`config.mk`:
```
export PLATFORM = sky130hd
export DESIGN_NAME = bb_back
export DESIGN_NICKNAME = d
export VERILOG_FILES = /design/src/rtl/bb_pkg.sv /design/src/rtl/bb_back.sv
export VERILOG_INCLUDE_DIRS = /design/src /design/src/rtl
export SDC_FILE = /design/constraint.sdc
export NUM_CORES = 2
export LEC_CHECK = 0
export BUFFER_PORTS_ARGS = -buffer_cell sky130_fd_sc_hd__clkbuf_2
export CAP_MARGIN = 25
export CORE_ASPECT_RATIO = 2
export CORE_UTILIZATION = 45
export CTS_CLUSTER_DIAMETER = 40
export DETAILED_ROUTE_END_ITERATION = 6
export GPL_TIMING_DRIVEN = 0
export PLACE_DENSITY_LB_ADDON = 0.15
export REMOVE_ABC_BUFFERS = 1
export SYNTH_ARGS = -nofsm -noshare
export SYNTH_HDL_FRONTEND = slang
export SYNTH_SLANG_ARGS = --single-unit
```
`constraint.sdc`:
```
create_clock -name clk -period 14.94 [get_ports clk]
set_input_delay 0.747 -clock clk [delete_from_list [all_inputs] [get_ports clk]]
set_output_delay 0.747 -clock clk [all_outputs]
set_load 0.02 [all_outputs]
```
`src/rtl/assert_macros.svh`:
```
// assertion helpers shared by the blur blocks
`ifndef ASSERT_MACROS_SVH
`define ASSERT_MACROS_SVH

// property checked on every clock edge outside reset
`define ASSERT_RST(lbl, prop, msg) \
    lbl: assert property (@(posedge clk) disable iff (!rst_n) prop) else $error(msg);

// expression that must never be true outside reset
`define ASSERT_NEVER(lbl, expr, msg) \
    `ASSERT_RST(lbl, !(expr), msg)

`endif

```
`src/rtl/bb_pkg.sv`:
```
`timescale 1ns / 1ps
// ----------------------------------------------------------------------------
// bb_pkg
// types, constants and arithmetic helpers of the 3x3 rgb box blur
// ----------------------------------------------------------------------------
package bb_pkg;

    localparam int MAX_WIDTH  = 1024;
    localparam int MAX_HEIGHT = 4096;
    localparam int COL_W      = $clog2(MAX_WIDTH);
    localparam int ROW_W      = $clog2(MAX_HEIGHT);
    localparam int FW_W       = 11;
    localparam int FH_W       = 13;
    localparam int PIX_W      = 24;
    localparam int QDEPTH     = 2;
    localparam int QPTR_W     = $clog2(QDEPTH);
    localparam int QCNT_W     = $clog2(QDEPTH + 1);
    localparam int SUM_W      = 12;
    localparam int RCP_W      = 17;
    localparam int CNT_W      = 4;

    typedef enum logic
    {
        CFG_WIDTH  = 1'b0,
        CFG_HEIGHT = 1'b1
    } cfg_idx_t;

    typedef logic [PIX_W-1:0] pix_t;

    typedef struct packed
    {
        pix_t [8:0]       win;
        logic [ROW_W-1:0] row;
        logic [COL_W-1:0] col;
        logic [FW_W-1:0]  width;
        logic [FH_W-1:0]  height;
    } job_t;

    typedef enum logic
    {
        F_IDLE,
        F_UPD
    } front_state_t;

    typedef enum logic [2:0]
    {
        B_IDLE,
        B_SUM,
        B_MUL,
        B_FIX,
        B_OUT
    } back_state_t;

    // floor(2^16 / cnt) for the counts a 3x3 window can have
    function automatic logic [RCP_W-1:0] recip(input logic [CNT_W-1:0] cnt);
        logic [RCP_W-1:0] r;
        begin
            case (cnt)
                4'd2:    r = 17'd32768;
                4'd3:    r = 17'd21845;
                4'd4:    r = 17'd16384;
                4'd6:    r = 17'd10922;
                4'd9:    r = 17'd7281;
                default: r = 17'd65536;
            endcase
            return r;
        end
    endfunction

    // q * cnt by shifts and adds
    function automatic logic [15:0] cnt_mul(input logic [SUM_W-1:0] q,
                                            input logic [CNT_W-1:0] cnt);
        logic [15:0] qe;
        logic [15:0] p;
        begin
            qe = {4'b0, q};
            case (cnt)
                4'd2:    p = qe << 1;
                4'd3:    p = qe + (qe << 1);
                4'd4:    p = qe << 2;
                4'd6:    p = (qe << 2) + (qe << 1);
                4'd9:    p = (qe << 3) + qe;
                default: p = qe;
            endcase
            return p;
        end
    endfunction

endpackage

```
`src/rtl/bb_back.sv`:
```
`timescale 1ns / 1ps
// ----------------------------------------------------------------------------
// bb_back
// walks the results of one window, averages and drives the output register
// ----------------------------------------------------------------------------
`include "assert_macros.svh"

module bb_back (
    input  logic         clk,
    input  logic         rst_n,
    input  logic         q_valid,
    input  bb_pkg::job_t head,
    output logic         pop,
    output logic         m_tvalid,
    input  logic         m_tready,
    output logic [47:0]  m_tdata,   // red, green, blue, row, col, zero pad
    output logic         m_tlast
);

    bb_pkg::back_state_t            state_reg;
    bb_pkg::back_state_t            state_next;
    logic                           rsel_reg;
    logic                           rsel_next;
    logic                           csel_reg;
    logic                           csel_next;
    logic                           rv0;
    logic                           rv1;
    logic                           cv0;
    logic                           cv1;
    logic                           last_c;
    logic [2:0]                     rok;
    logic [2:0]                     cok;
    logic [13:0]                    rr;
    logic [11:0]                    cc;
    logic [bb_pkg::SUM_W-1:0]       sum_c [3];
    logic [bb_pkg::CNT_W-1:0]       cnt_c;
    logic [bb_pkg::SUM_W-1:0]       sum_reg [3];
    logic [bb_pkg::CNT_W-1:0]       cnt_reg;
    logic [bb_pkg::ROW_W-1:0]       orow_reg;
    logic [bb_pkg::COL_W-1:0]       ocol_reg;
    logic                           last_reg;
    logic [bb_pkg::SUM_W-1:0]       x_reg [3];
    logic [bb_pkg::SUM_W-1:0]       q0_reg [3];
    logic [7:0]                     avg_reg [3];
    logic [bb_pkg::SUM_W-1:0]       x_c [3];
    logic [28:0]                    prod_c [3];
    logic [15:0]                    qc_c [3];
    logic [bb_pkg::SUM_W-1:0]       q_c [3];
    logic                           load;
    logic                           m_tvalid_reg;
    logic [47:0]                    m_tdata_reg;
    logic                           m_tlast_reg;

    assign rv0 = (head.row != '0);
    assign rv1 = ({1'b0, head.row} == head.height - 1'b1);
    assign cv0 = (head.col != '0);
    assign cv1 = ({1'b0, head.col} == head.width - 1'b1);
    assign last_c = (rsel_reg || !rv1) && (csel_reg || !cv1);

    // neighbors that are inside the frame and around the output position
    always_comb
    begin
        for (int k = 0; k < 3; k++)
        begin
            rr = {2'b0, head.row} + 14'(k);
            rok[k] = (rr >= 14'd2) && (rr < {1'b0, head.height} + 14'd2)
                     && (!rsel_reg || k != 0);
            cc = {2'b0, head.col} + 12'(k);
            cok[k] = (cc >= 12'd2) && (cc < {1'b0, head.width} + 12'd2)
                     && (!csel_reg || k != 0);
        end
    end

    always_comb
    begin
        cnt_c = '0;
        for (int ch = 0; ch < 3; ch++)
        begin
            sum_c[ch] = '0;
        end
        for (int i = 0; i < 9; i++)
        begin
            if (rok[i/3] && cok[i%3])
            begin
                cnt_c    = cnt_c + 1'b1;
                sum_c[0] = sum_c[0] + {4'b0, head.win[i][23:16]};
                sum_c[1] = sum_c[1] + {4'b0, head.win[i][15:8]};
                sum_c[2] = sum_c[2] + {4'b0, head.win[i][7:0]};
            end
        end
    end

    // round half up: floor((2s+n)/(2n)) = floor((s + n/2) / n)
    always_comb
    begin
        for (int ch = 0; ch < 3; ch++)
        begin
            x_c[ch]    = sum_reg[ch] + bb_pkg::SUM_W'(cnt_reg >> 1);
            prod_c[ch] = 29'(x_c[ch]) * 29'(bb_pkg::recip(cnt_reg));
            qc_c[ch]   = bb_pkg::cnt_mul(q0_reg[ch], cnt_reg);
            if ({4'b0, x_reg[ch]} >= qc_c[ch] + 16'(cnt_reg))
            begin
                q_c[ch] = q0_reg[ch] + 1'b1;
            end
            else
            begin
                q_c[ch] = q0_reg[ch];
            end
        end
    end

    always_comb
    begin
        state_next = state_reg;
        rsel_next  = rsel_reg;
        csel_next  = csel_reg;
        pop        = 1'b0;
        load       = 1'b0;
        case (state_reg)
            bb_pkg::B_IDLE:
            begin
                if (q_valid)
                begin
                    if (!(rv0 || rv1) || !(cv0 || cv1))
                    begin
                        pop = 1'b1;
                    end
                    else
                    begin
                        rsel_next  = !rv0;
                        csel_next  = !cv0;
                        state_next = bb_pkg::B_SUM;
                    end
                end
            end
            bb_pkg::B_SUM:
            begin
                state_next = bb_pkg::B_MUL;
                if (last_c)
                begin
                    pop = 1'b1;
                end
                else if (!csel_reg && cv1)
                begin
                    csel_next = 1'b1;
                end
                else
                begin
                    rsel_next = 1'b1;
                    csel_next = !cv0;
                end
            end
            bb_pkg::B_MUL:
            begin
                state_next = bb_pkg::B_FIX;
            end
            bb_pkg::B_FIX:
            begin
                state_next = bb_pkg::B_OUT;
            end
            bb_pkg::B_OUT:
            begin
                if (!m_tvalid_reg || m_tready)
                begin
                    load       = 1'b1;
                    state_next = last_reg ? bb_pkg::B_IDLE : bb_pkg::B_SUM;
                end
            end
            default:
            begin
                state_next = bb_pkg::B_IDLE;
            end
        endcase
    end

    always_ff @(posedge clk or negedge rst_n)
    begin
        if (!rst_n)
        begin
            state_reg    <= bb_pkg::B_IDLE;
            rsel_reg     <= 1'b0;
            csel_reg     <= 1'b0;
            m_tvalid_reg <= 1'b0;
        end
        else
        begin
            state_reg <= state_next;
            rsel_reg  <= rsel_next;
            csel_reg  <= csel_next;
            if (load)
            begin
                m_tvalid_reg <= 1'b1;
            end
            else if (m_tready)
            begin
                m_tvalid_reg <= 1'b0;
            end
        end
    end

    always_ff @(posedge clk)
    begin
        if (state_reg == bb_pkg::B_SUM)
        begin
            sum_reg  <= sum_c;
            cnt_reg  <= cnt_c;
            orow_reg <= rsel_reg ? head.row : head.row - 1'b1;
            ocol_reg <= csel_reg ? head.col : head.col - 1'b1;
            last_reg <= last_c;
        end
        if (state_reg == bb_pkg::B_MUL)
        begin
            for (int ch = 0; ch < 3; ch++)
            begin
                x_reg[ch]  <= x_c[ch];
                q0_reg[ch] <= prod_c[ch][27:16];
            end
        end
        if (state_reg == bb_pkg::B_FIX)
        begin
            for (int ch = 0; ch < 3; ch++)
            begin
                avg_reg[ch] <= q_c[ch][7:0];
            end
        end
        if (load)
        begin
            m_tdata_reg <= {2'b0, ocol_reg, orow_reg, avg_reg[2], avg_reg[1], avg_reg[0]};
            m_tlast_reg <= last_reg;
        end
    end

    assign m_tvalid = m_tvalid_reg;
    assign m_tdata  = m_tdata_reg;
    assign m_tlast  = m_tlast_reg;

    `ASSERT_RST(a_sum_has_job, (state_reg == bb_pkg::B_SUM) |-> q_valid,
                "result walk without a queued window")

endmodule

```
After elaboration in Yosys (flattened, before gate mapping):

Memory sizes are Yosys's and may differ from the RTL's. A register that Yosys moved wholly into a read port is not among the register bits.
Index checks and enable logic that the tools add are counted.

* RAM bits: 96
* bits of input ports: 266
* memories: 3
* register bits: 116

* multipliers: 3
* add/subtract/negate cells: 60
* $lt $le $gt $ge: 15
* multiplexer cells: 54
* equal/unequal tests: 16
* reduce and logical (&&, ||, !) cells: 42

Memories
* q0_reg: depth 3, bits a word 12, rd ports 3, clocked after Yosys merged registers in 0, wr ports 3, line bb_back.sv:43 `logic [bb_pkg::SUM_W-1:0] q0_reg [3];`
* x_reg: depth 3, bits a word 12, rd ports 3, clocked after Yosys merged registers in 0, wr ports 3, line bb_back.sv:42 `logic [bb_pkg::SUM_W-1:0] x_reg [3];`
* avg_reg: depth 3, bits a word 8, rd ports 3, clocked after Yosys merged registers in 3, wr ports 3, line bb_back.sv:44 `logic [7:0] avg_reg [3];`

Operators with widths (number)
* 12-bit by 8-bit adder with 12-bit output: 24
* 36-bit two-way mux: 8
* 16-bit one-hot mux with 5 select lines: 3
* 17-bit one-hot mux with 5 select lines: 1
* 12-bit by 17-bit multiplier with 28-bit output: 3
* 15-bit by 12-bit adder with 16-bit output: 3
* 16-bit by 4-bit adder with 16-bit output: 3
* 12-bit by 16-bit greater-or-equal comparator with 1-bit output: 3
* 14-bit by 13-bit adder with 15-bit output: 3
* 12-bit by 13-bit adder with 14-bit output: 3
* 12-bit by 3-bit adder with 12-bit output: 3
* 4-bit by 1-bit adder with 4-bit output, second input constant: 8
* 32-bit two-way mux: 1
* 4-bit two-way mux: 8
* 13-bit by 14-bit less-than comparator with 1-bit output: 2
* 13-bit by 2-bit greater-or-equal comparator with 1-bit output, second input constant: 2
* 8-bit by 1-bit adder with 8-bit output, second input constant: 3
* 11-bit by 12-bit less-than comparator with 1-bit output: 2
* 8-bit two-way mux: 3
* 11-bit by 2-bit greater-or-equal comparator with 1-bit output, second input constant: 2
* 1-bit two-way mux: 21
* 1-bit logical AND: 19
* 3-bit one-hot mux with 5 select lines: 1
* 13-bit by 2-bit adder with 14-bit output, second input constant: 1
* other kinds (35): 60

Logic depth before layout (Yosys ltp):

* depth in word-level cells: 22
* depth in mapped cells: 65
* mapped depth without buffers: 61

Least setup slack after synthesis:

Ideal clock, no wire load.

* kind: input to register
* start: in head[4] (netlist bit)
* end: reg sum_reg[34] (netlist bit) (data pin)
* required time: 14680 ps
* setup time: 260 ps
* stages on the path: 59
* path slack: 2934 ps
* arrival time: 11746 ps
* path buffers: 5
* cell sequence: buf_2 > nand3_2 > nor2_1 > nand3_1 > xnor2_1 > ha_1 > a211o_1 > a41oi_1 > o41ai_1 > a2bb2oi_2 > buf_2 > buf_2 > buf_1 > nor2_1 > clkbuf_1 > and2_1 > ha_1 > inv_1 > [... 23 more ...] > o21ai_0 > nor3b_1 > a21o_1 > ha_1 > inv_1 > o21bai_1 > xnor2_1 > nor2_1 > a21o_1 > ha_1 > nor2b_1 > o21a_1 > o21ai_0 > o21ai_0 > a21oi_1 > nor2_1 > a21oi_1 > xnor2_1

RTL lines
* start, declared: line bb_back.sv:12 `input bb_pkg::job_t head,`
* end signal, assigned: line bb_back.sv:205 `sum_reg <= sum_c;`
* end, declared: line bb_back.sv:37 `logic [bb_pkg::SUM_W-1:0] sum_reg [3];`

==> tab_implementation.tex <==
\begin{tabular}{lr}
\hline
Metric & Value \\
\hline
\multicolumn{2}{l}{\textbf{Clock network}} \\
TritonCTS Buffers & 26 \\
Hold-fix buffers at CTS & 1 \\
Resize count post-CTS & 0 \\
Root buffer selected by CTS & sky130\_fd\_sc\_hd\_\_clkbuf\_16 \\
Sinks on the clock net & 212 \\
Level count of the clock H-tree & 1 \\
Clock edge transition at the registers on the reported setup and hold paths & 0.06 ns \\
TritonCTS clock tree & built \\
Clock latency of the later-clocked register in the worst-skew pair & approximately 0.62 ns \\
Setup bufs post-CTS & 0 \\
Maximum buffer depth of the clock tree & 3 \\
\multicolumn{2}{l}{\textbf{Logic synthesis}} \\
Summed instance area of the synthesized netlist & approximately 42,000 sq um \\
Number of synthesized register bits & roughly 210 \\
Biggest area contributors in the synthesized netlist & sky130\_fd\_sc\_hd\_\_fa\_1 (19\%), sky130\_fd\_sc\_hd\_\_ha\_1 (17\%), sky130\_fd\_sc\_hd\_\_edfxtp\_1 (15\%) \\
Number of distinct standard cells referenced by the synthesized netlist & 100 \\
Fraction of synthesized cell area taken by the top area cell type & 0.1872 \\
Share of flip-flops with an asynchronous set or reset after synthesis & 0.02830 \\
Post-synth top flop & sky130\_fd\_sc\_hd\_\_edfxtp\_1 \\
Most frequent cell after synthesis & sky130\_fd\_sc\_hd\_\_inv\_1 \\
Instance count of the mapped netlist & approximately 4,700 \\
Average instance area after synthesis & 8.920 sq um \\
Proportion of synthesized chip area in sequential cells & 0.1496 \\
Leading cell types by count after synthesis & sky130\_fd\_sc\_hd\_\_inv\_1 (671), sky130\_fd\_sc\_hd\_\_ha\_1 (585), sky130\_fd\_sc\_hd\_\_nor2\_1 (406) \\
Ys Warns & 0 \\
Count of flip-flops with a built-in enable after synthesis & between 200 and 250 \\
Cell type contributing the most total cell area after synthesis & sky130\_fd\_sc\_hd\_\_fa\_1 \\
\multicolumn{2}{l}{\textbf{Run status}} \\
Status & completed \\
\multicolumn{2}{l}{\textbf{Timing}} \\
Slew of the pin with the lowest slew margin & around 1.1 ns \\
Worst slew margin relative to its limit & 0.2977 \\
Max Transition Viols Final & 0 \\
Final Setup Violations & 0 \\
Number of failing hold endpoints at the final stage & 0 \\
Final Cycle Share & 0.8734 \\
Minimum clock period & between 10 and 15 ns \\
Worst setup margin & 1.891 ns \\
RSZ-0062 raised after global routing & false \\
Maximum achievable frequency & roughly 0.077 GHz \\
Skew final & between 0.04 and 0.05 ns \\
\multicolumn{2}{l}{\textbf{Place}} \\
Placer's final routability congestion estimate & around 0.96 \\
Number of buffers added on ports & roughly 310 \\
Number of placed instances with taps included & 6,156 \\
Post-detailed-placement cell area & 45,590 sq um \\
Detailed placement HPWL & between 100 and 150 mm \\
Worst Setup Slack post-DPL & roughly 1.3 ns \\
\multicolumn{2}{l}{\textbf{Layout}} \\
Post-route cell area & approximately 46,000 sq um \\
Layout Nets & between 6,000 and 7,000 \\
Fin util & 0.5000 \\
Number of flip-flops under the largest register name & 46 \\
Post-layout instance count excluding filler cells & slightly above 6,000 \\
Area growth, synth to finish & 9.719\% \\
Fraction of final layout cells with drive strength greater than 1 & 0.1171 \\
\multicolumn{2}{l}{\textbf{Routing}} \\
Post-route antenna net violation count & 0 \\
Detailed Route Iter0 Violations & between 1,000 and 1,500 \\
Total number of vias & approximately 35,000 \\
Total wire length after detailed routing & roughly 120 mm \\
DRC Markers & 0 \\
Vias per cell & between 5 and 6 \\
Per-cell routed wire length & approximately 20 um \\
Detailed-routing iteration count for the pre-antenna-repair pass & 5 \\
\multicolumn{2}{l}{\textbf{Global routing}} \\
Wire length of the first global-routing pass & $\sim$200 mm \\
Initial antenna violation count & 15 \\
Global-route total usage across every layer & 0.2651 \\
Pin count of the biggest net entering global routing & 41 \\
GRT Residual Overflow & 0 \\
Via count of the first global-routing pass & about 37,000 \\
\multicolumn{2}{l}{\textbf{Floorplan}} \\
Total Die Area & 95,400 sq um \\
Standard cell core area & $\sim$93,000 sq um \\
Horizontal die dimension & approximately 220 um \\
Number of placed I/O pins & $\sim$320 \\
Die span in y & between 400 and 500 um \\
Std cell rows & $\sim$160 \\
Initial standard-cell utilization of the core & 0.4557 \\
\multicolumn{2}{l}{\textbf{Worst setup path}} \\
Worst Setup Start Kind & input pin \\
CP dominant cell by count & sky130\_fd\_sc\_hd\_\_ha\_1 \\
Slowest stage delay, CP & between 0.6 and 0.7 ns \\
CP arrival & roughly 13 ns \\
Category of the worst setup path capture point & register \\
Critical path peak fanout & 25 \\
CP Data Required Time & around 15 ns \\
R2r worst-path depth & 50 \\
Highest-delay cell along the critical path & sky130\_fd\_sc\_hd\_\_a2bb2oi\_4 \\
Critical path start-end classification & input pin to register \\
\multicolumn{2}{l}{\textbf{Worst hold path}} \\
Worst Hold Class & input pin to register \\
Worst hold path depth & 3 \\
\multicolumn{2}{l}{\textbf{Run}} \\
Max-cap violations & 0 \\
\hline
\end{tabular}
## area by class of cell
class / instances / area (sq um)
antenna: 4 / 10.01
clock buffer: 29 / 661.9
clock inverter: 18 / 181.4
fill: 9021 / 46460
inverter: 672 / 2522
multi-input combinational: 3717 / 32920
sequential: 212 / 6336
tap: 1200 / 1501
timing repair buffer: 357 / 2321
## placed cells by master, fill, tap and decap left out, drive strengths merged, types with 55 or more instances in the layout
cell	netlist	routed
a21oi	253	253
nand3	81	81
nor2	407	407
and2	57	57
nand2b	55	55
inv	671	678
xor2	128	128
o21a	58	58
a21o	123	123
nor3	102	102
edfxtp	206	206
xnor2	289	289
clkbuf	77	343
mux2	98	98
o21ai	193	193
fa	396	396
nand2	276	276
ha	585	585
## per-stage QoR
step                TNS (ns)  hold WS, ns
floorplan                  0       0.4003
global placement     -343.92       0.4032
detailed placement         0       0.4045
CTS                        0       0.3817
global route               0       0.4236
finish                     0       0.4185
## final timing paths
check / slack, ns / to / startpoint
max: 1.89 / sum_reg[34]$_DFFE_PP_ / head[1]
min: 0.42 / m_tvalid$_DFFE_PN0P_ / m_tready
max reg2reg: 3.34 / sum_reg[34]$_DFFE_PP_ / rsel_reg$_DFFE_PN0P_
min reg2reg: 0.42 / m_tdata[4]$_DFFE_PP_ / avg_reg[0][4]$_DFFE_PP_
max in group asynchronous: 14.24 / m_tvalid$_DFFE_PN0P_ / rst_n
min in group asynchronous: 0.53 / state_reg[1]$_DFFE_PN0P_ / rst_n
## routing by layer
layer	vias up	part of all wire	global-route usage	routed length, um
met1	16680	0.34	0.2504	41840
met2	870	0.55	0.5235	68850
met3	344	0.049	0.04219	6051
met4	24	0.062	0.1495	7794
li1	16720	-	-	-
met5	-	0.0013	0	168
## critical path, delay by kind of cell
| kind | cells | cell delay, ns |
|---|---|---|
| muxes | 2 | 0.60 |
| adders and majority gates | 11 | 3.34 |
| buffers and inverters | 4 | 0.54 |
| xor gates and xnor gates | 4 | 0.73 |
| and+or+nand+nor | 14 | 1.86 |
| AOI/OAI and AO/OA | 23 | 5.47 |
## cell families after synthesis
| family | synth area share |
|---|---|
| buf+inv | 0.07541 |
| mux | 0.03354 |
| fa+ha+maj | 0.3621 |
| simple gates | 0.1352 |
| xor+xnor | 0.09051 |
| flops | 0.1496 |
| other cells | 0.00008856 |
| compound gates | 0.1535 |
Power is not shown: default switching activity piles up to over one toggle a cycle in this logic, so the estimate is an artifact.
