### config.mk
export PLATFORM = sky130hd
export DESIGN_NAME = bb_queue
export DESIGN_NICKNAME = d
export VERILOG_FILES = /design/src/rtl/bb_pkg.sv /design/src/rtl/bb_queue.sv
export VERILOG_INCLUDE_DIRS = /design/src /design/src/rtl
export SDC_FILE = /design/constraint.sdc
export NUM_CORES = 1
export LEC_CHECK = 0
export BUFFER_PORTS_ARGS = -buffer_cell sky130_fd_sc_hd__buf_2
export CAP_MARGIN = 10
export CORE_MARGIN = 3
export CORE_UTILIZATION = 28
export CTS_CLUSTER_DIAMETER = 120
export DETAILED_ROUTE_END_ITERATION = 10
export SLEW_MARGIN = 10
export SYNTH_ARGS = -nofsm -noshare
export SYNTH_HDL_FRONTEND = slang
export SYNTH_SLANG_ARGS = --single-unit
### constraint.sdc
create_clock -name clk -period 12.1 [get_ports clk]
set_input_delay 0.605 -clock clk [delete_from_list [all_inputs] [get_ports clk]]
set_output_delay 0.605 -clock clk [all_outputs]
set_load 0.01 [all_outputs]
### src/rtl/assert_macros.svh
// assertion helpers shared by the blur blocks
`ifndef ASSERT_MACROS_SVH
`define ASSERT_MACROS_SVH

// property checked on every clock edge outside reset
`define ASSERT_RST(lbl, prop, msg) \
    lbl: assert property (@(posedge clk) disable iff (!rst_n) prop) else $error(msg);

// expression that must never be true outside reset
`define ASSERT_NEVER(lbl, expr, msg) \
    `ASSERT_RST(lbl, !(expr), msg)

`endif

### src/rtl/bb_pkg.sv
`timescale 1ns / 1ps
// ----------------------------------------------------------------------------
// bb_pkg
// types, constants and arithmetic helpers of the 3x3 rgb box blur
// ----------------------------------------------------------------------------
package bb_pkg;

    localparam int MAX_WIDTH  = 1024;
    localparam int MAX_HEIGHT = 4096;
    localparam int COL_W      = $clog2(MAX_WIDTH);
    localparam int ROW_W      = $clog2(MAX_HEIGHT);
    localparam int FW_W       = 11;
    localparam int FH_W       = 13;
    localparam int PIX_W      = 24;
    localparam int QDEPTH     = 2;
    localparam int QPTR_W     = $clog2(QDEPTH);
    localparam int QCNT_W     = $clog2(QDEPTH + 1);
    localparam int SUM_W      = 12;
    localparam int RCP_W      = 17;
    localparam int CNT_W      = 4;

    typedef enum logic
    {
        CFG_WIDTH  = 1'b0,
        CFG_HEIGHT = 1'b1
    } cfg_idx_t;

    typedef logic [PIX_W-1:0] pix_t;

    typedef struct packed
    {
        pix_t [8:0]       win;
        logic [ROW_W-1:0] row;
        logic [COL_W-1:0] col;
        logic [FW_W-1:0]  width;
        logic [FH_W-1:0]  height;
    } job_t;

    typedef enum logic
    {
        F_IDLE,
        F_UPD
    } front_state_t;

    typedef enum logic [2:0]
    {
        B_IDLE,
        B_SUM,
        B_MUL,
        B_FIX,
        B_OUT
    } back_state_t;

    // floor(2^16 / cnt) for the counts a 3x3 window can have
    function automatic logic [RCP_W-1:0] recip(input logic [CNT_W-1:0] cnt);
        logic [RCP_W-1:0] r;
        begin
            case (cnt)
                4'd2:    r = 17'd32768;
                4'd3:    r = 17'd21845;
                4'd4:    r = 17'd16384;
                4'd6:    r = 17'd10922;
                4'd9:    r = 17'd7281;
                default: r = 17'd65536;
            endcase
            return r;
        end
    endfunction

    // q * cnt by shifts and adds
    function automatic logic [15:0] cnt_mul(input logic [SUM_W-1:0] q,
                                            input logic [CNT_W-1:0] cnt);
        logic [15:0] qe;
        logic [15:0] p;
        begin
            qe = {4'b0, q};
            case (cnt)
                4'd2:    p = qe << 1;
                4'd3:    p = qe + (qe << 1);
                4'd4:    p = qe << 2;
                4'd6:    p = (qe << 2) + (qe << 1);
                4'd9:    p = (qe << 3) + qe;
                default: p = qe;
            endcase
            return p;
        end
    endfunction

endpackage

### src/rtl/bb_queue.sv
`timescale 1ns / 1ps
// ----------------------------------------------------------------------------
// bb_queue
// short job queue between the pixel front end and the averaging back end
// ----------------------------------------------------------------------------
`include "assert_macros.svh"

module bb_queue (
    input  logic         clk,
    input  logic         rst_n,
    input  logic         push,
    input  bb_pkg::job_t push_job,
    output logic         full,
    input  logic         pop,
    output logic         valid,
    output bb_pkg::job_t head
);

    bb_pkg::job_t                   slot_reg [bb_pkg::QDEPTH];
    logic [bb_pkg::QPTR_W-1:0]      wr_ptr_reg;
    logic [bb_pkg::QPTR_W-1:0]      rd_ptr_reg;
    logic [bb_pkg::QCNT_W-1:0]      count_reg;
    logic [bb_pkg::QCNT_W-1:0]      count_next;

    always_comb
    begin
        count_next = count_reg;
        if (push && !pop)
        begin
            count_next = count_reg + 1'b1;
        end
        else if (pop && !push)
        begin
            count_next = count_reg - 1'b1;
        end
    end

    always_ff @(posedge clk or negedge rst_n)
    begin
        if (!rst_n)
        begin
            wr_ptr_reg <= '0;
            rd_ptr_reg <= '0;
            count_reg  <= '0;
        end
        else
        begin
            count_reg <= count_next;
            if (push)
            begin
                wr_ptr_reg <= wr_ptr_reg + 1'b1;
            end
            if (pop)
            begin
                rd_ptr_reg <= rd_ptr_reg + 1'b1;
            end
        end
    end

    always_ff @(posedge clk)
    begin
        if (push)
        begin
            slot_reg[wr_ptr_reg] <= push_job;
        end
    end

    assign full  = (count_reg == bb_pkg::QCNT_W'(bb_pkg::QDEPTH));
    assign valid = (count_reg != '0);
    assign head  = slot_reg[rd_ptr_reg];

    `ASSERT_NEVER(a_no_overflow, push && full, "job queue overflow")
    `ASSERT_NEVER(a_no_underflow, pop && !valid, "job queue underflow")

endmodule

# Word level (Yosys, flattened, before mapping)
# Memories as Yosys holds them, arrays and structs flattened.
# Index checks and enable logic that the tools add are counted.
totals:
  regBits: 4
  ram_bits: 524
  input_bits: 266
  wordCells: 19
  n_memories: 1
mem_list:
  columns: ["memory", "depth", "width", "rd", "rd_ports_with_merged_regs", "wr", "line", "source"]
  rows:
  - ["slot_reg", 2, 262, 1, 0, 1, "bb_queue.sv:19", "bb_pkg::job_t slot_reg [bb_pkg::QDEPTH];"]
op_classes:
  add_sub_neg: 4
  eq_ne: 1
  mux: 4
  n_reduce_logical: 6
op_table:
  columns: ["cell", "n"]
  rows:
  - ["2-bit two-way mux", 2]
  - ["2-bit nonzero test", 2]
  - ["1-bit adder, second input constant", 2]
  - ["2-bit by 1-bit adder with 2-bit output, second input constant", 1]
  - ["2-bit equality test, second input constant", 1]
  - ["1-bit logical AND", 2]
  - ["1-bit zero test", 2]
  - ["1-bit two-way mux", 2]
  - ["2-bit by 1-bit subtractor with 2-bit output, second input constant", 1]

# Longest topological paths before layout
# Gate-level depths: netlist of run 1.
depth:
  ltp_word: 4
  ltp_mapped: 5
  depth_no_buf: 5

# Worst setup path after synthesis of run 1
# Ideal clock, no wire load.
synth_timing:
  path_type: "register to register"
  from: "reg wr_ptr_reg"
  to: "mem slot_reg[0][0] (netlist bit) (enable)"
  arrival_ns: 11.944
  required_ns: 11.179
  slack_ns: -0.765
  stages_incl_launch_ff: 2
  n_path_buf: 0
  period_less_slack_ns: 12.865
  path_cell_list: "dfrtp_1 nor2b_1"
synth_lines:
  columns: ["item", "line", "source"]
  rows:
  - ["start: declaration", "bb_queue.sv:20", "logic [bb_pkg::QPTR_W-1:0] wr_ptr_reg;"]
  - ["start signal: assignment", "bb_queue.sv:51", "wr_ptr_reg <= wr_ptr_reg + 1'b1;"]
  - ["end: declaration", "bb_queue.sv:19", null]
# No word-level cell before the write port.

==> impl_metrics.prom, run 1 <==
# TYPE chip_impl_metric gauge
chip_impl_metric{name="detailroute.via_count",unit=""} 9807
chip_impl_metric{name="timing.clock.skew",unit="ns"} 0.02118
chip_impl_metric{name="design.die.area",unit="µm²"} 72330
chip_impl_metric{name="flow.area_growth_from_synthesis",unit="%"} 28.09
chip_impl_metric{name="ys.warnings.count",unit=""} 0
chip_impl_metric{name="crit_path_max_fanout",unit=""} 129
chip_impl_metric{name="first_pass_grt_wire_length",unit="µm"} 61450
chip_impl_metric{name="globalplace.congestion",unit=""} 0.7694
chip_impl_info{name="path_delay_family",value="flip-flops"} 1
chip_impl_metric{name="reg2reg_setup_slack",unit="ns"} 9.19
chip_impl_metric{name="routed_wl",unit="µm"} 42710
chip_impl_metric{name="synth_compound_gate_area_share",unit="%"} 0
chip_impl_metric{name="num-fill-cells",unit=""} 6334
chip_impl_metric{name="power.share.clock",unit="%"} 27.8
chip_impl_metric{name="seq_power_share",unit="%"} 44.2
chip_impl_metric{name="final_net_count",unit=""} 1664
chip_impl_info{name="timing.setup.critical_path_class",value="register to output pin"} 1
chip_impl_metric{name="worst_slew_pin_slew",unit="ns"} 1.096
chip_impl_metric{name="period_minus_slack",unit="ns"} 3.691
chip_impl_metric{name="max_cap_violations",unit=""} 0
chip_impl_metric{name="synth-seq-cells",unit=""} 528
chip_impl_metric{name="globalRouteTotalUtil",unit="%"} 11.05
chip_impl_metric{name="drt_pass1_iterations",unit=""} 4
chip_impl_metric{name="cts.sink_count",unit=""} 528
chip_impl_info{name="critical-path-slowest-cell",value="sky130_fd_sc_hd__dfrtp_4"} 1
chip_impl_metric{name="dieWidth",unit="µm"} 269.0
chip_impl_metric{name="final-setup-viol-count",unit=""} 0
chip_impl_metric{name="syn_inst",unit=""} 831
chip_impl_metric{name="final_number_of_hold_violating_endpoints",unit=""} 0
chip_impl_metric{name="number_of_antenna_violations_at_the_first_check_in_global_routing",unit=""} 10
chip_impl_metric{name="share_comb_of_total_power",unit="%"} 28.0
chip_impl_metric{name="psw",unit="mW"} 1.644
chip_impl_metric{name="cts.htree.levels",unit=""} 2
chip_impl_metric{name="totalPowerFinal",unit="mW"} 5.783
chip_impl_info{name="cts_tree",value="done"} 1
chip_impl_info{name="clock_tree_root",value="sky130_fd_sc_hd__clkbuf_16"} 1
chip_impl_metric{name="timing.critical_path.buf_inv",unit=""} 2
chip_impl_metric{name="cp.arrival",unit="ns"} 3.09
chip_impl_metric{name="largest_register_ffs",unit=""} 524
chip_impl_metric{name="synth.area.mux_share",unit="%"} 16.60
chip_impl_metric{name="gr-total-overflow",unit=""} 0
chip_impl_info{name="path_cells",value="buf_12 -> mux2_2 -> buf_2"} 1
chip_impl_metric{name="power-per-cell-area",unit="nW/µm²"} 233.2
chip_impl_info{name="mostFrequentLayoutCell",value="sky130_fd_sc_hd__buf_2"} 1
chip_impl_metric{name="drt.antenna.violating_nets",unit=""} 0
chip_impl_metric{name="pin_count",unit=""} 530
chip_impl_metric{name="postCtsHoldBufs",unit=""} 1
chip_impl_info{name="cp-start-kind",value="register"} 1
chip_impl_metric{name="synth_area",unit="µm²"} 19360
chip_impl_metric{name="clkLatencyLatePin",unit="ns"} 0.58
chip_impl_metric{name="post_synth_fa_ha_maj_area_fraction",unit="%"} 0.06463
chip_impl_metric{name="whs",unit="ns"} 0.2095
chip_impl_metric{name="cts-resized-gates",unit=""} 0
chip_impl_metric{name="synthXorXnorAreaFrac",unit="%"} 0.2262
chip_impl_metric{name="drt_first_iter_violations",unit=""} 481
chip_impl_metric{name="crit_path_max_incr_delay",unit="ns"} 1.02
chip_impl_metric{name="post_drt_wl_per_cell",unit="µm"} 18.03
chip_impl_metric{name="clock_transition_at_the_registers_of_the_reported_paths",unit="ns"} 0.06
chip_impl_metric{name="dpl_hpwl",unit="µm"} 28970
chip_impl_metric{name="cts.repair_timing.setup_buffer_count",unit=""} 0
chip_impl_metric{name="max_freq",unit="MHz"} 270.9
chip_impl_metric{name="fp-row-count",unit=""} 95
chip_impl_metric{name="yosysSeqAreaShare",unit="%"} 81.79
chip_impl_info{name="hold_class",value="primary input to register"} 1
chip_impl_metric{name="port_buf_inserts",unit=""} 529
chip_impl_metric{name="initial_core_util",unit="%"} 28.52
chip_impl_info{name="final_cell_mix",value="sky130_fd_sc_hd__buf_2, sky130_fd_sc_hd__edfxtp_1, sky130_fd_sc_hd__mux2_2"} 1
chip_impl_info{name="rsz_0062_raised_after_global_routing",value="false"} 1
chip_impl_metric{name="power.leakage",unit="nW"} 9.330
chip_impl_metric{name="critPathRequiredTime",unit="ns"} 11.49
chip_impl_metric{name="basic_gate_share_of_the_synthesized_area_counting_and_or_nand_and_nor_cells",unit="%"} 0.1486
chip_impl_info{name="synth_top_family_by_area",value="multiplexers"} 1
chip_impl_metric{name="ir_worst_vdd",unit="µV"} 166.6
chip_impl_metric{name="max-slew-margin-rel",unit="%"} 26.91
chip_impl_metric{name="setup_tns",unit="ns"} 0
chip_impl_metric{name="max-clock-path-buffers",unit=""} 3
chip_impl_metric{name="period_share",unit="%"} 30.51
chip_impl_metric{name="avgViaCountPerCell",unit=""} 4.140
chip_impl_metric{name="cts_made_buffers",unit=""} 55
chip_impl_metric{name="synth.lib_cells_used.distinct",unit=""} 15
chip_impl_metric{name="first_global_vias",unit=""} 10593
chip_impl_metric{name="mappedNetlistNets",unit=""} 1098
chip_impl_metric{name="grt_max_degree",unit=""} 153
chip_impl_metric{name="fp.dieH",unit="µm"} 269.0
chip_impl_metric{name="final_max_tran_viols",unit=""} 0
chip_impl_metric{name="core_region_area",unit="µm²"} 67870
chip_impl_metric{name="drc",unit=""} 0
chip_impl_metric{name="switching_fraction_of_total_power",unit="%"} 28.43
chip_impl_metric{name="drive_above_1_share",unit="%"} 61.10
chip_impl_info{name="worstSetupEndpointType",value="output pin"} 1
chip_impl_metric{name="power_report.internal_total",unit="mW"} 4.139
chip_impl_info{name="run_status",value="complete, no violations"} 1
chip_impl_metric{name="syn_avg_cell_area",unit="µm²"} 23.30
==> cell usage after synthesis <==
cell,count,area [µm²]
sky130_fd_sc_hd__mux2_4,70,1051
sky130_fd_sc_hd__edfxtp_1,524,15740
sky130_fd_sc_hd__ha_1,1,12.51
sky130_fd_sc_hd__buf_2,10,50.05
sky130_fd_sc_hd__nor2_1,1,3.750
sky130_fd_sc_hd__and2_1,1,6.260
sky130_fd_sc_hd__nor2b_1,2,12.51
sky130_fd_sc_hd__or2_2,1,6.260
sky130_fd_sc_hd__buf_4,11,82.58
sky130_fd_sc_hd__inv_1,1,3.750
sky130_fd_sc_hd__mux2_2,192,2162
sky130_fd_sc_hd__xor2_1,4,35.03
sky130_fd_sc_hd__dfrtp_1,4,100.1
sky130_fd_sc_hd__buf_6,8,90.09
sky130_fd_sc_hd__xnor2_1,1,8.760
==> cell type report <==
type	count	area [µm²]	area share (%)
Clock inverter	35	274.0	1.105
Multi-Input combinational cell	273	3308	13.34
Tap cell	921	1152	4.647
Antenna cell	6	15.01	0.06054
Sequential cell	528	15840	63.87
Clock buffer	67	1464	5.903
Inverter	1	3.754	0.01514
Timing Repair Buffer	538	2743	11.06
==> stage by stage <==
step | setup WS [ns] | utilization (%) | std cells | instance area (µm²)
final | 8.409 | 36.54 | 2369 | 24800
after CTS | 8.335 | 36.52 | 2363 | 24780
after global routing | 8.222 | 36.53 | 2367 | 24790
after detailed placement | 8.846 | 33.94 | 2260 | 23040
after floorplan | 4.235 | - | 831 | 19360
after global placement | 8.922 | 33.94 | 2260 | 23040
==> worst paths after layout <==
path                                           from  cells past startpoint                    endpoint
hold / removal                        push_job[109]                      1  slot_reg[0][109]$_DFFE_PP_
setup / recovery             rd_ptr_reg$_DFFE_PN0P_                      3                   head[125]
max in group asynchronous                     rst_n                      2      rd_ptr_reg$_DFFE_PN0P_
hold reg to reg            count_reg[1]$_DFFE_PN0P_                      1    count_reg[1]$_DFFE_PN0P_
min in group asynchronous                     rst_n                      2      wr_ptr_reg$_DFFE_PN0P_
setup reg to reg             wr_ptr_reg$_DFFE_PN0P_                      3  slot_reg[0][192]$_DFFE_PP_
==> power groups by stage <==
stage                     clock, mW  sequential [mW]  combinational (mW)
after floorplan                   0             2.61                1.10
after global placement            0             2.59                1.63
after detailed placement          0             2.60                1.65
after CTS                      1.67             2.56                1.66
after global routing           1.75             2.59                1.74
final                          1.61             2.56                1.62
==> cell families (layout without fill, tap and decap cells) <==
family	Yosys count	after routing
muxes	262	262
other	0	6
adders and majority gates	1	1
buffers and inverters	30	641
xor gates and xnor gates	5	5
and+or+nand+nor	5	5
DFF	528	528
==> layer usage <==
layer  wire, µm  GRT usage, %  vias to the layer above
li1           -             -                     4471
met1      15070         11.45                     4852
met2      22100         19.91                      375
met3       4162         4.407                       99
met4       1302         4.456                       10
met5         79             0                        -
No activity file was read; power rests on OpenSTA's default activity.
==> run 2, diff against run 1 <==
==> constraint.sdc (replaced) <==
create_clock -name clk -period 3.8 [get_ports clk]
set_input_delay 0.19 -clock clk [delete_from_list [all_inputs] [get_ports clk]]
set_output_delay 0.19 -clock clk [all_outputs]
set_load 0.01 [all_outputs]
==> impl_metrics.prom, run 2 (synthesis gave the netlist of run 1 again) <==
# TYPE chip_impl_metric gauge
chip_impl_info{name="run_status",value="complete, no violations"} 1
chip_impl_metric{name="power-per-cell-area",unit="nW/µm²"} 689.2
chip_impl_metric{name="worst_slew_pin_slew",unit="ns"} 0.8996
chip_impl_metric{name="max-slew-margin-rel",unit="%"} 40.03
chip_impl_metric{name="first_global_vias",unit=""} 11844
chip_impl_metric{name="crit_path_max_incr_delay",unit="ns"} 0.99
chip_impl_metric{name="period_minus_slack",unit="ns"} 2.851
chip_impl_metric{name="critPathRequiredTime",unit="ns"} 3.61
chip_impl_metric{name="first_pass_grt_wire_length",unit="µm"} 67510
chip_impl_metric{name="globalRouteTotalUtil",unit="%"} 12.04
chip_impl_metric{name="switching_fraction_of_total_power",unit="%"} 28.54
chip_impl_metric{name="max-clock-path-buffers",unit=""} 3
chip_impl_metric{name="cts.sink_count",unit=""} 528
chip_impl_metric{name="flow.area_growth_from_synthesis",unit="%"} 43.48
chip_impl_metric{name="clock_transition_at_the_registers_of_the_reported_paths",unit="ns"} 0.06
chip_impl_metric{name="period_share",unit="%"} 75.03
chip_impl_metric{name="share_comb_of_total_power",unit="%"} 29.6
chip_impl_metric{name="globalplace.congestion",unit=""} 0.7462
chip_impl_metric{name="detailroute.via_count",unit=""} 10863
chip_impl_info{name="cts_tree",value="done"} 1
chip_impl_metric{name="postLayoutCoreUtil",unit="%"} 40.93
chip_impl_info{name="critical-path-slowest-cell",value="sky130_fd_sc_hd__dfrtp_4"} 1
chip_impl_metric{name="drt.antenna.violating_nets",unit=""} 0
chip_impl_info{name="timing.setup.critical_path_class",value="register to output pin"} 1
chip_impl_metric{name="avgViaCountPerCell",unit=""} 4.093
chip_impl_metric{name="final_number_of_hold_violating_endpoints",unit=""} 0
chip_impl_metric{name="final_max_tran_viols",unit=""} 0
chip_impl_metric{name="initial_core_util",unit="%"} 28.52
chip_impl_metric{name="ir_worst_vdd",unit="µV"} 728.7
chip_impl_metric{name="max_cap_violations",unit=""} 0
chip_impl_metric{name="timing.clock.skew",unit="ns"} 0.01757
chip_impl_metric{name="drive_above_1_share",unit="%"} 52.02
chip_impl_metric{name="post_dp_area",unit="µm²"} 23300
chip_impl_metric{name="place.detailed.instances",unit=""} 2285
chip_impl_metric{name="dieWidth",unit="µm"} 269.0
chip_impl_metric{name="seq_power_share",unit="%"} 42.3
chip_impl_metric{name="core_region_area",unit="µm²"} 67870
chip_impl_metric{name="wl_met2",unit="µm"} 23810
chip_impl_metric{name="final_area",unit="µm²"} 27780
chip_impl_metric{name="cts-resized-gates",unit=""} 0
chip_impl_metric{name="largest_register_ffs",unit=""} 524
chip_impl_info{name="rsz_0062_raised_after_global_routing",value="false"} 1
chip_impl_metric{name="drt_pass1_iterations",unit=""} 4
chip_impl_metric{name="final_net_count",unit=""} 1955
chip_impl_metric{name="dpl_hpwl",unit="µm"} 30280
chip_impl_metric{name="power.leakage",unit="nW"} 10.60
chip_impl_metric{name="max_freq",unit="MHz"} 350.7
chip_impl_metric{name="cts_made_buffers",unit=""} 56
chip_impl_metric{name="cts.htree.levels",unit=""} 2
chip_impl_info{name="route.top_layer_used",value="met5"} 1
chip_impl_metric{name="gr-total-overflow",unit=""} 0
chip_impl_metric{name="number_of_antenna_violations_at_the_first_check_in_global_routing",unit=""} 4
chip_impl_info{name="worstSetupEndpointType",value="output pin"} 1
chip_impl_info{name="clock_tree_root",value="sky130_fd_sc_hd__clkbuf_16"} 1
chip_impl_info{name="cp-start-kind",value="register"} 1
chip_impl_metric{name="drc",unit=""} 0
chip_impl_metric{name="routed_wl",unit="µm"} 46200
chip_impl_metric{name="power_report.internal_total",unit="mW"} 13.68
chip_impl_metric{name="psw",unit="mW"} 5.464
chip_impl_metric{name="met1_length",unit="µm"} 17540
chip_impl_metric{name="post_layout_nonfiller_instances",unit=""} 2654
chip_impl_metric{name="power.share.clock",unit="%"} 28.1
chip_impl_metric{name="port_buf_inserts",unit=""} 529
chip_impl_metric{name="pin_count",unit=""} 530
chip_impl_metric{name="detailroute.wirelength.met3",unit="µm"} 3540
chip_impl_info{name="hold_class",value="primary input to register"} 1
chip_impl_metric{name="drt_first_iter_violations",unit=""} 509
chip_impl_info{name="final_cell_mix",value="sky130_fd_sc_hd__buf_2, sky130_fd_sc_hd__edfxtp_1, sky130_fd_sc_hd__dlygate4sd3_1"} 1
chip_impl_metric{name="cp.arrival",unit="ns"} 2.66
chip_impl_metric{name="fp-row-count",unit=""} 95
chip_impl_metric{name="clkLatencyLatePin",unit="ns"} 0.58
chip_impl_metric{name="post_drt_wl_per_cell",unit="µm"} 17.41
chip_impl_info{name="mostFrequentLayoutCell",value="sky130_fd_sc_hd__buf_2"} 1
chip_impl_metric{name="grt_max_degree",unit=""} 91
chip_impl_metric{name="fp.dieH",unit="µm"} 269.0
chip_impl_metric{name="design.die.area",unit="µm²"} 72330
chip_impl_metric{name="final-setup-viol-count",unit=""} 0
chip_impl_info{name="path_cells",value="buf_12 -> mux2_2 -> buf_2"} 1
chip_impl_metric{name="crit_path_max_fanout",unit=""} 59
==> run 2: power by group through the flow <==
stage	clock, mW	sequential (mW)	combinational (mW)
2_1_floorplan	0	8.15	3.50
3_3_place_gp	0	8.17	5.47
3_5_place_dp	0	8.23	5.50
4_1_cts	5.56	8.11	5.75
5_1_grt	5.79	8.20	6.07
6_report	5.37	8.10	5.67
==> run 2: final timing paths <==
check	slack, ns	cells past startpoint	to	from
max in group asynchronous	3.05	3	rd_ptr_reg$_DFFE_PN0P_	rst_n
max reg2reg	1.82	2	slot_reg[1][111]$_DFFE_PP_	wr_ptr_reg$_DFFE_PN0P_
min	0.33	2	slot_reg[1][91]$_DFFE_PP_	push_job[91]
min reg2reg	0.49	1	count_reg[1]$_DFFE_PN0P_	count_reg[1]$_DFFE_PN0P_
max	0.95	3	head[121]	rd_ptr_reg$_DFFE_PN0P_
min in group asynchronous	0.55	3	count_reg[0]$_DFFE_PN0P_	rst_n
==> run 2: area by class of cell <==
class / instances / area [µm²]
flip-flops and latches: 528 / 15840
clock inverters: 33 / 342.8
repair buffers: 828 / 5658
diodes: 1 / 2.502
clock buffers: 69 / 1471
multi-input cells: 273 / 3308
inverters: 1 / 3.754
well taps: 921 / 1152
fillers: 6014 / 40090
==> run 2: metal layers <==
metal	global-route usage (%)	vias up
met5	0	-
met4	4.090	2
met3	3.778	93
met2	21.96	381
met1	13.24	5343
li1	-	5044
==> run 2: timing repair <==
action	in CTS	in global routing
endpoints found under the hold margin	531	0
hold buffers	266	0
endpoints found under the setup margin	0	0
setup buffers	0	0
==> run 2: per-stage QoR <==
step	hold slack (ns)	total power [mW]	setup WS (ns)	TNS, ns
floorplan	-0.1056	11.65	-0.9350	-321.12
global placement	0.002165	13.64	1.554	0
detailed placement	0.007233	13.73	1.521	0
CTS	0.2685	19.43	0.8670	0
global route	0.2896	20.06	0.8095	0
finish	0.3252	19.14	0.9487	0
==> run 2: worst max-delay path: cells and delay by family (launching register included) <==
family	cells	cell delay, ns
buf+inv	2	0.55
flops	1	0.99
mux	1	0.39
